--- src/rtl/core/csvc_pkg.sv ---
// Shared types and constants for the CompactSize varint codec.
// Used by the front end, the work queue, the back end and the top level.
package csvc_pkg;

   // Values of the result's kind field.
   localparam logic KIND_VALUE = 1'b0;
   localparam logic KIND_BYTE  = 1'b1;

   // Prefix bytes that announce a 2-, 4- or 8-byte payload.
   localparam logic [7:0] PREFIX_16 = 8'hFD;
   localparam logic [7:0] PREFIX_32 = 8'hFE;
   localparam logic [7:0] PREFIX_64 = 8'hFF;

   // Payload byte counts announced by the prefixes.
   localparam logic [3:0] PAYLOAD_16 = 4'd2;
   localparam logic [3:0] PAYLOAD_32 = 4'd4;
   localparam logic [3:0] PAYLOAD_64 = 4'd8;

   // Length class of an encoding: total bytes on the wire.
   typedef enum logic [1:0] {
      LEN_1 = 2'd0,
      LEN_3 = 2'd1,
      LEN_5 = 2'd2,
      LEN_9 = 2'd3
   } csvc_len_type;

   // One unit of work handed from the front end to the back end.
   typedef struct packed {
      logic         kind;
      csvc_len_type len;
      logic [63:0]  value;
   } csvc_desc_type;

endpackage

--- src/rtl/core/csvc_front.sv ---
// Front end of the CompactSize codec: holds the direction register, runs the
// byte gatherer for decoding and classifies values for encoding. Uses csvc_pkg.
module csvc_front (
   input  logic                   clock,
   input  logic                   reset,
   input  logic                   csr_write,
   input  logic                   csr_wdata,
   input  logic                   accept,
   input  logic [7:0]             in_byte,
   input  logic [63:0]            in_value,
   output logic                   push,
   output csvc_pkg::csvc_desc_type push_desc
);
   import csvc_pkg::*;

   logic        direction_ff, direction_in;
   logic [3:0]  remaining_ff, remaining_in;
   logic [2:0]  index_ff, index_in;
   logic [63:0] gathered_ff, gathered_in;
   logic [63:0] merged;
   csvc_len_type enc_len;

   // The incoming byte dropped into its lane of the partial value.
   always_comb begin
      merged = gathered_ff;
      for (int i = 0; i < 8; i++) begin
         if (index_ff == 3'(i)) begin
            merged[8*i +: 8] = in_byte;
         end
      end
   end

   always_comb begin
      if (in_value[63:32] != 32'd0) begin
         enc_len = LEN_9;
      end else if (in_value[31:16] != 16'd0) begin
         enc_len = LEN_5;
      end else if (in_value[15:0] >= {8'd0, PREFIX_16}) begin
         enc_len = LEN_3;
      end else begin
         enc_len = LEN_1;
      end
   end

   always_comb begin
      direction_in    = direction_ff;
      remaining_in    = remaining_ff;
      index_in        = index_ff;
      gathered_in     = gathered_ff;
      push            = 1'b0;
      push_desc.kind  = KIND_VALUE;
      push_desc.len   = LEN_1;
      push_desc.value = {56'd0, in_byte};
      if (csr_write) begin
         direction_in = csr_wdata;
         remaining_in = 4'd0;
         index_in     = 3'd0;
      end else if (accept) begin
         if (direction_ff) begin
            push            = 1'b1;
            push_desc.kind  = KIND_BYTE;
            push_desc.len   = enc_len;
            push_desc.value = in_value;
         end else if (remaining_ff == 4'd0) begin
            if (in_byte < PREFIX_16) begin
               push = 1'b1;
            end else begin
               index_in    = 3'd0;
               gathered_in = 64'd0;
               priority case (in_byte)
                  PREFIX_16: remaining_in = PAYLOAD_16;
                  PREFIX_32: remaining_in = PAYLOAD_32;
                  default:   remaining_in = PAYLOAD_64;
               endcase
            end
         end else begin
            remaining_in    = remaining_ff - 4'd1;
            index_in        = index_ff + 3'd1;
            gathered_in     = merged;
            push_desc.value = merged;
            if (remaining_ff == 4'd1) begin
               push     = 1'b1;
               index_in = 3'd0;
            end
         end
      end
   end

   always_ff @(posedge clock) begin
      if (reset) begin
         direction_ff <= 1'b0;
         remaining_ff <= 4'd0;
         index_ff     <= 3'd0;
      end else begin
         direction_ff <= direction_in;
         remaining_ff <= remaining_in;
         index_ff     <= index_in;
      end
      gathered_ff <= gathered_in;
   end

endmodule

--- src/rtl/core/csvc_queue.sv ---
// Small register queue that decouples the codec's front and back ends.
// Holds csvc_pkg descriptors; DEPTH sets the number of entries.
module csvc_queue #(
   parameter int DEPTH = 2
) (
   input  logic                    clock,
   input  logic                    reset,
   input  logic                    push,
   input  csvc_pkg::csvc_desc_type push_desc,
   input  logic                    pop,
   output logic                    full,
   output logic                    head_valid,
   output csvc_pkg::csvc_desc_type head_desc
);
   import csvc_pkg::*;

   localparam int PtrWidth   = (DEPTH > 1) ? $clog2(DEPTH) : 1;
   localparam int CountWidth = $clog2(DEPTH + 1);

   csvc_desc_type         entries_ff [DEPTH];
   logic [PtrWidth-1:0]   wr_ptr_ff, wr_ptr_in;
   logic [PtrWidth-1:0]   rd_ptr_ff, rd_ptr_in;
   logic [CountWidth-1:0] count_ff, count_in;
   logic                  do_push, do_pop;

   assign full       = (count_ff == CountWidth'(DEPTH));
   assign head_valid = (count_ff != '0);
   assign head_desc  = entries_ff[rd_ptr_ff];
   assign do_push    = push && !full;
   assign do_pop     = pop && head_valid;

   always_comb begin
      wr_ptr_in = wr_ptr_ff;
      rd_ptr_in = rd_ptr_ff;
      count_in  = count_ff;
      if (do_push) begin
         wr_ptr_in = (wr_ptr_ff == PtrWidth'(DEPTH - 1)) ? '0 : wr_ptr_ff + 1'b1;
      end
      if (do_pop) begin
         rd_ptr_in = (rd_ptr_ff == PtrWidth'(DEPTH - 1)) ? '0 : rd_ptr_ff + 1'b1;
      end
      if (do_push && !do_pop) begin
         count_in = count_ff + 1'b1;
      end else if (do_pop && !do_push) begin
         count_in = count_ff - 1'b1;
      end
   end

   always_ff @(posedge clock) begin
      if (reset) begin
         wr_ptr_ff <= '0;
         rd_ptr_ff <= '0;
         count_ff  <= '0;
      end else begin
         wr_ptr_ff <= wr_ptr_in;
         rd_ptr_ff <= rd_ptr_in;
         count_ff  <= count_in;
      end
      if (do_push) begin
         entries_ff[wr_ptr_ff] <= push_desc;
      end
   end

endmodule

--- src/rtl/core/csvc_back.sv ---
// CompactSize codec back end: queued descriptors become result words, one
// per cycle unless stalled, via a registered output stage. Uses csvc_pkg.
module csvc_back (
   input  logic                    clock,
   input  logic                    reset,
   input  logic                    head_valid,
   input  csvc_pkg::csvc_desc_type head_desc,
   output logic                    pop,
   input  logic                    rsp_stall,
   output logic                    rsp_valid,
   output logic                    rsp_out_kind,
   output logic [63:0]             rsp_out_value,
   output logic [7:0]              rsp_out_byte,
   output logic                    rsp_last
);
   import csvc_pkg::*;

   logic [3:0]  pos_ff, pos_in;
   logic        valid_ff, valid_in;
   logic        kind_ff;
   logic [63:0] value_ff, value_in;
   logic [7:0]  byte_ff, byte_in;
   logic        last_ff, last_in;
   logic [3:0]  last_pos;
   logic [7:0]  prefix;
   logic [2:0]  lane;
   logic [7:0]  lane_byte;
   logic        load;

   assign load = head_valid && (!valid_ff || !rsp_stall);
   assign lane = pos_ff[2:0] - 3'd1;

   always_comb begin
      lane_byte = 8'd0;
      for (int i = 0; i < 8; i++) begin
         if (lane == 3'(i)) begin
            lane_byte = head_desc.value[8*i +: 8];
         end
      end
   end

   always_comb begin
      unique case (head_desc.len)
         LEN_1: begin
            last_pos = 4'd0;
            prefix   = head_desc.value[7:0];
         end
         LEN_3: begin
            last_pos = PAYLOAD_16;
            prefix   = PREFIX_16;
         end
         LEN_5: begin
            last_pos = PAYLOAD_32;
            prefix   = PREFIX_32;
         end
         LEN_9: begin
            last_pos = PAYLOAD_64;
            prefix   = PREFIX_64;
         end
         default: begin
            last_pos = 4'd0;
            prefix   = 8'd0;
         end
      endcase
   end

   always_comb begin
      if (head_desc.kind == KIND_VALUE) begin
         value_in = head_desc.value;
         byte_in  = 8'd0;
         last_in  = 1'b1;
      end else begin
         value_in = 64'd0;
         byte_in  = (pos_ff == 4'd0) ? prefix : lane_byte;
         last_in  = (pos_ff == last_pos);
      end
      pop      = load && last_in;
      pos_in   = pos_ff;
      valid_in = valid_ff;
      if (load) begin
         valid_in = 1'b1;
         pos_in   = last_in ? 4'd0 : pos_ff + 4'd1;
      end else if (!rsp_stall) begin
         valid_in = 1'b0;
      end
   end

   always_ff @(posedge clock) begin
      if (reset) begin
         valid_ff <= 1'b0;
         pos_ff   <= 4'd0;
      end else begin
         valid_ff <= valid_in;
         pos_ff   <= pos_in;
      end
      if (load) begin
         kind_ff  <= head_desc.kind;
         value_ff <= value_in;
         byte_ff  <= byte_in;
         last_ff  <= last_in;
      end
   end

   assign rsp_valid     = valid_ff;
   assign rsp_out_kind  = kind_ff;
   assign rsp_out_value = value_ff;
   assign rsp_out_byte  = byte_ff;
   assign rsp_last      = last_ff;

endmodule

--- src/rtl/core/compact_size_varint_codec_unit.sv ---
// Top level of the CompactSize varint codec: front end, work queue, back end.
// Depends on csvc_pkg, csvc_front, csvc_queue and csvc_back.

// The codec decodes (direction 0) or encodes (direction 1) CompactSize
// integers. Decoding takes one byte per cycle with no gaps while the work
// queue is not full; a value word follows the byte that completes it.
// Encoding takes one 64-bit value and emits 1, 3, 5 or 9 byte words, one
// per cycle from the output register unless rsp_stall holds it; the input
// side keeps accepting until the QUEUE_DEPTH-entry work queue between the
// front and back ends is full. A result passes through the work queue and
// the output register. Write the direction only while the codec is idle; a
// write also abandons any partly gathered decode.
module compact_size_varint_codec_unit #(
   parameter int QUEUE_DEPTH = 2
) (
   input  logic        clock,
   input  logic        reset,
   input  logic        csr_valid,
   output logic        csr_ready,
   input  logic        csr_wdata,
   input  logic        req_valid,
   output logic        req_stall,
   input  logic [7:0]  req_in_byte,
   input  logic [63:0] req_in_value,
   output logic        rsp_valid,
   input  logic        rsp_stall,
   output logic        rsp_out_kind,
   output logic [63:0] rsp_out_value,
   output logic [7:0]  rsp_out_byte,
   output logic        rsp_last
);
   import csvc_pkg::*;

   logic          accept;
   logic          push;
   csvc_desc_type push_desc;
   logic          pop;
   logic          full;
   logic          head_valid;
   csvc_desc_type head_desc;

   assign csr_ready = 1'b1;
   assign req_stall = full;
   assign accept    = req_valid && !full;

   csvc_front u_front (
      .clock     (clock),
      .reset     (reset),
      .csr_write (csr_valid && csr_ready),
      .csr_wdata (csr_wdata),
      .accept    (accept),
      .in_byte   (req_in_byte),
      .in_value  (req_in_value),
      .push      (push),
      .push_desc (push_desc)
   );

   csvc_queue #(
      .DEPTH (QUEUE_DEPTH)
   ) u_queue (
      .clock      (clock),
      .reset      (reset),
      .push       (push),
      .push_desc  (push_desc),
      .pop        (pop),
      .full       (full),
      .head_valid (head_valid),
      .head_desc  (head_desc)
   );

   csvc_back u_back (
      .clock         (clock),
      .reset         (reset),
      .head_valid    (head_valid),
      .head_desc     (head_desc),
      .pop           (pop),
      .rsp_stall     (rsp_stall),
      .rsp_valid     (rsp_valid),
      .rsp_out_kind  (rsp_out_kind),
      .rsp_out_value (rsp_out_value),
      .rsp_out_byte  (rsp_out_byte),
      .rsp_last      (rsp_last)
   );

`ifndef NO_ASSERTIONS
   // An encoding that has started keeps streaming: the next byte is ready
   // right after a byte that is not the last one is taken.
   a_encode_continues: assert property (@(posedge clock) disable iff (reset)
      (rsp_valid && !rsp_stall && rsp_out_kind == KIND_BYTE && !rsp_last)
      |=> (rsp_valid && rsp_out_kind == KIND_BYTE))
      else $error("encoding broke off before its last byte");

   // Decoded values always close their result and carry no byte.
   a_value_is_last: assert property (@(posedge clock) disable iff (reset)
      (rsp_valid && rsp_out_kind == KIND_VALUE) |-> (rsp_last && rsp_out_byte == 8'd0))
      else $error("decoded value word malformed");

   // Queued work reaches an empty output register in the next cycle.
   a_back_drains: assert property (@(posedge clock) disable iff (reset)
      (head_valid && !rsp_valid) |=> rsp_valid)
      else $error("back end left queued work waiting");
`endif

endmodule
--- config.mk ---
export PLATFORM = sky130hd
export DESIGN_NAME = compact_size_varint_codec_unit
export DESIGN_NICKNAME = d
export VERILOG_FILES = /design/src/rtl/core/csvc_pkg.sv /design/src/rtl/core/csvc_front.sv /design/src/rtl/core/csvc_queue.sv /design/src/rtl/core/csvc_back.sv /design/src/rtl/core/compact_size_varint_codec_unit.sv
export SDC_FILE = /design/constraint.sdc
export NUM_CORES = 1
export LEC_CHECK = 0
export BUFFER_PORTS_ARGS = -buffer_cell sky130_fd_sc_hd__buf_2
export CORE_MARGIN = 5
export CORE_UTILIZATION = 63
export DETAILED_ROUTE_END_ITERATION = 7
export PLACE_DENSITY = 0.89
export REMOVE_ABC_BUFFERS = 1
export SYNTH_ARGS = -nofsm -noshare
export SYNTH_HDL_FRONTEND = slang
export SYNTH_HIERARCHICAL = 1
export SYNTH_SLANG_ARGS = --single-unit
--- constraint.sdc ---
create_clock -name clock -period 9.2 [get_ports clock]
set_input_delay 0 -clock clock [delete_from_list [all_inputs] [get_ports clock]]
set_output_delay 0 -clock clock [all_outputs]
set_load 0.005 [all_outputs]
* Yosys cells after proc, flatten, opt, wreduce, memory -nomap -nowiden
Memory sizes are Yosys's and may differ from the RTL's. A register that Yosys moved wholly into a read port is not among the register bits.
Cells that the tools add are included.
** Word-level totals
- Register bits :: 155
- RAM bits :: 134
- Input port bits :: 78
- Output and inout port bits :: 77
- Word-level logic and storage cells :: 128
- Memories :: 1
** Memory list
- u_queue.entries_ff :: words 2, bits a word 67, read ports 1, clocked after Yosys merged registers in 1, wr ports 1, RTL line csvc_queue.sv:20 : csvc_desc_type entries_ff [DEPTH];
** Cells by class
- Add/subtract/negate cells :: 8
- $lt $le $gt $ge :: 2
- Equality and inequality tests :: 24
- Muxes and demuxes :: 53
- Bitwise logic cells :: 2
- Reductions and logical operators :: 25
** Operator list (number)
- 2-to-1 mux 64 bit :: 4
- 2-to-1 mux 8 bit :: 17
- 2-to-1 mux 67 bit :: 2
- case mux 8 bit (4 select lines) :: 1
- nonzero test 32 bit :: 1
- == test 3 bit, second input constant :: 8
- == test 8 bit, second input constant :: 2
- greater-or-equal comparator 16 x 8 -> 1 bit, second input constant :: 1
- 2-to-1 mux 1 bit :: 16
- case mux 4 bit (4 select lines) :: 1
- nonzero test 16 bit :: 1
- == test 3 x 2 -> 1 bit, second input constant :: 4
- 2-to-1 mux 3 bit :: 4
- 2-to-1 mux 4 bit :: 3
- logical NOT 4 bit :: 2
- less-than comparator 8 bit, second input constant :: 1
- 2-to-1 mux 2 bit :: 4
- case mux 4 bit (2 select lines) :: 1
- logical AND 1 bit :: 7
- == test 2 bit, second input constant :: 3
- == test 3 x 1 -> 1 bit, second input constant :: 2
- logical NOT 3 bit :: 2
- logical NOT 1 bit :: 5
- adder 4 x 1 -> 4 bit, second input constant :: 1
- 18 further kinds :: 21

* Logic depth before layout (Yosys ltp)
- Depth after elaboration :: 11
- Mapped depth :: 12
- Depth with buffers taken out :: 11

* By module
Netlist, hierarchy kept.
** By module, submodules not included
- csvc_queue :: times used 1, cells an instance 233, area an instance 5054.8 µm², sequential area each 4124.0 µm²
- csvc_front :: times used 1, cells an instance 578, area an instance 4964.8 µm², sequential area each 2082.0 µm²
- csvc_back :: times used 1, cells an instance 286, area an instance 3663.5 µm², sequential area each 2322.2 µm²
- compact_size_varint_codec_unit :: times used 1, cells an instance 3, area an instance 25.0 µm², sequential area each 0.0 µm²

* Worst setup path before layout
OpenSTA, ideal clock, no wires.
- Kind :: reg-to-reg
- Start :: register u_queue.count_ff[1]
- End :: register u_front.gathered_ff[0], enable pin
- Setup time :: 0.565 ns
- Arrival :: 5.476 ns
- Data required time :: 8.635 ns
- Slack :: 3.159 ns
- Cell stages (with the launch flop) :: 7
- Buffers on the path :: 2
- Period minus slack after synthesis :: 6.041 ns
- Path through :: dfxtp_1 > nor2b_2 > nor2b_4 > nand2b_1 > buf_2 > buf_1 > nor3_1
** On the way
- Word-level cells in the longest chain between the ends :: 4
** RTL lines
- start, declared :: RTL line csvc_queue.sv:23 : logic [CountWidth-1:0] count_ff, count_in;
- start signal, assigned :: RTL line csvc_queue.sv:57 : count_ff <= count_in;
- == test 2 bit :: RTL line csvc_queue.sv:26 : assign full = (count_ff == CountWidth'(DEPTH));
- named net req_stall :: RTL line compact_size_varint_codec_unit.sv:22 : output logic req_stall,
- logical NOT 1 bit :: RTL line compact_size_varint_codec_unit.sv:44 : assign accept = req_valid && !full;
- logical AND 1 bit :: RTL line compact_size_varint_codec_unit.sv:44
- named net accept :: RTL line compact_size_varint_codec_unit.sv:34 : logic accept;
- AND reduction 4 bit (no source line)
- end signal, assigned :: RTL line csvc_front.sv:99 : gathered_ff <= gathered_in;
- end, declared :: RTL line csvc_front.sv:19 : logic [63:0] gathered_ff, gathered_in;
The timed path passes the listed nets, and every way through them passes these cells.
A chain may end at the register's enable or synchronous reset.

==> reports/metrics.csv <==
metric;value;unit
status;finished, final reports clean;
relative slew slack;25.3;%
placed cell areas;14500;um^2
Core Footprint;21600;um^2
via count;10251;
Die Y;158;um
area leader, netlist;edfxtp_1;
dpl cells;1458;
fraction of registers with async set/reset;0;%
Syn Area/Cell;12.5;um^2
Remaining DRCs;0;
first drt pass iteration count;7;
PnR worst setup slack;5.34;ns
Final Hold Vio Count;0;
CP max stage delay;0.82;ns
PortBufs;153;
Ports;155;
switching power;0.00116;W
Starting DRT DRC Count;1665;
RD Place Congestion;0.919;
Post-synth EDFFs;272;
Final Power;0.00394;W
Synth Flop Type;edfxtp_1;
nature of the critical path endpoint;register;
register area share after synthesis;62.2;%
CP Data Required Time;9.67;ns
top-area cell type share of the netlist area;59.6;%
final instance count without filler cells;1580;
grt total ovfl;0;
Setup crit start kind;register;
sw frac;29.4;%
Die X;158;um
Max Fclk;0.259;GHz
post-DR vias/cell;6.49;
FILL cells;1318;
slowest cell on the critical path;dfxtp_2;
first-pass GRT wire length;55.1;mm
worst vdd ir;0.206;mV
post-synthesis register bit count;290;
final setup vio count;0;
DP Wirelength;22.7;mm
fin area;16100;um^2
Die Area;24800;um^2
row count;54;
Comb pwr share;24.6;%
CTS tree;yes;
Period Utilization, post-route;42.0;%
worst path cell trace;buf_4 > mux2_2 > xnor2_1 > a32oi_1 > o211ai_1 > and2_1 > o21ai_0 > ha_1 > xor2_1 > or3_1 > a21oi_1;
minimum clock period;3.86;ns
share of total power in the clock network;29.3;%
largest net degree at the start of global routing;118;
Initial Util;63.4;%
clock transition at the registers of the reported paths;0.07;ns
Reg power frac;46.1;%
Clock Sinks;290;
Slew Limit Fails;0;
Fin Setup TNS;0;ns
RSZ-0062 raised after global routing;false;
post-route ant nets;0;
Mapped Area;13700;um^2
max cap viols;0;
Clock Skews;0.0196;ns
Pint;0.00278;W
H-tree depth;1;
layout cells sized above 1;24.2;%
post-CTS sizing;0;
Hold/Removal Path Class;in2reg;
Setup CP Type;reg2reg;
vias in the first global route;9617;
clock latency on the worst-skew pair;0.55;ns
YS warnings;6;
Lkg Pwr;5.69;nW
pin slew with the least headroom to its limit;1.12;ns
WL/cell;23.4;um
Layout Nets;1370;
power density over cell area;244;nW/um^2
Tot GR Track Use;28.9;%
final WL;37.0;mm
top post-synthesis cells by area;edfxtp_1, mux2_2, a21oi_1, mux2i_1, nor2b_1;
Place WS;5.47;ns
CTS root buf;clkbuf_16;
area delta synth->final;17.7;%
CP Max Fanout;36;
Max Root-Sink Buffers;3;
Critical Path AT;4.33;ns
total CTS buffers;28;
Synth cell types;64;
Cells after Synth;1100;
initial antenna violation count;0;
-- cell usage after synthesis (25+ instances only) --
master    instances
a21oi_1          96
mux2_2           67
nor2b_1          66
o21ai_0          25
mux2i_1          42
edfxtp_1        272
nor2_1           77
buf_2            26
nand3_1          27
clkbuf_1         46
nand2_1          84
-- metrics by stage --
step | hold WS [ns] | utilization [%]
CTS | 0.00917 | 74.6
detailed placement | 0.247 | 67.1
floorplan | 0.0691 | -
global placement | 0.232 | 67.1
global route | 0.0309 | 74.6
finish | 0.0283 | 74.6
-- path summary, 6_finish.rpt --
kind	start	end	slack (ns)	depth (start not counted)
hold / removal	req_in_byte[6]	u_front/gathered_ff[46]	0.03	3
setup reg to reg	register	u_queue/count_ff[1]	5.34	11
hold reg to reg	u_queue/wr_ptr_ff	u_queue/wr_ptr_ff	0.52	2
setup / recovery	register	u_queue/count_ff[1]	5.34	11
-- power groups by stage --
stage | Sequential, W | Clock, W | Combinational (W)
final | 0.00182 | 0.00116 | 0.000968
after global routing | 0.00184 | 0.00122 | 0.00103
after CTS | 0.00182 | 0.00116 | 0.000946
after detailed placement | 0.00184 | 0 | 0.000910
after global placement | 0.00183 | 0 | 0.000883
after floorplan | 0.00187 | 0 | 0.000499
-- kinds of logic after synthesis --
group / after synthesis / share of synthesized area (%)
DFF: 290 / 62.2
other: 1 / 0.0274
adders and majority gates: 15 / 1.37
and+or+nand+nor: 346 / 12.7
AOI/OAI and AO/OA: 224 / 10.9
buffers and inverters: 105 / 3.55
muxes: 109 / 8.57
xor gates and xnor gates: 10 / 0.694
-- flip-flops by register name, summed over array words and instances (netlist names), named ones only --
signal                cells
u_front/remaining_ff      4
u_front/gathered_ff      64
u_queue/wr_ptr_ff         1
u_back/rsp_valid          1
u_queue/count_ff          2
u_front/index_ff          3
u_front/direction_ff      1
u_queue/entries_ff      134
u_back/rsp_out_byte       8
u_back/rsp_last           1
u_back/pos_ff             4
u_back/rsp_out_value     64
u_back/rsp_out_kind       1
u_queue/rd_ptr_ff         1
-- layer usage --
metal	GRT usage, %	part of all wire, %	up-vias
li1	-	-	4448
met1	40.1	37	4767
met2	46.6	47	888
met3	4.62	11	148
met4	11.1	4.5	0
met5	0	0	-
-- area by class of cell --
cell class	instances	area (um^2)	share of cell area, %
sequential	290	8530	52.9
multi-input combinational	705	4720	29.2
timing repair buffer	233	1540	9.54
clock buffer	38	769	4.77
tap	280	350	2.17
clock inverter	14	150	0.931
inverter	19	71.3	0.442
antenna	1	2.50	0.0155
-- worst max-delay path: cells and delay by family (launching register included) --
family / cells / cell delay [ns]
fa+ha+maj: 1 / 0.27
flops: 1 / 0.82
compound gates: 4 / 0.78
simple gates: 2 / 0.57
xor+xnor: 2 / 0.33
mux: 1 / 0.44
buf+inv: 1 / 0.55
-- repair_timing --
action                    CTS  global route
hold endpoints to repair  140             0
setup buffers               0             0
hold buffers               69             0
-- layout by cell type (no fill, tap or decap), types with 20 or more instances in the layout --
master / count
edfxtp_1: 272
buf_2: 153
a21oi_1: 96
nand2_1: 84
nor2_1: 77
dlygate4sd3_1: 69
mux2_2: 67
nor2b_1: 66
mux2i_1: 42
clkbuf_16: 29
nand3_1: 27
o21ai_0: 25
a21bo_2: 24
nor3_1: 23
or3_1: 20
Note: power is estimated with default switching activity, not from simulation.
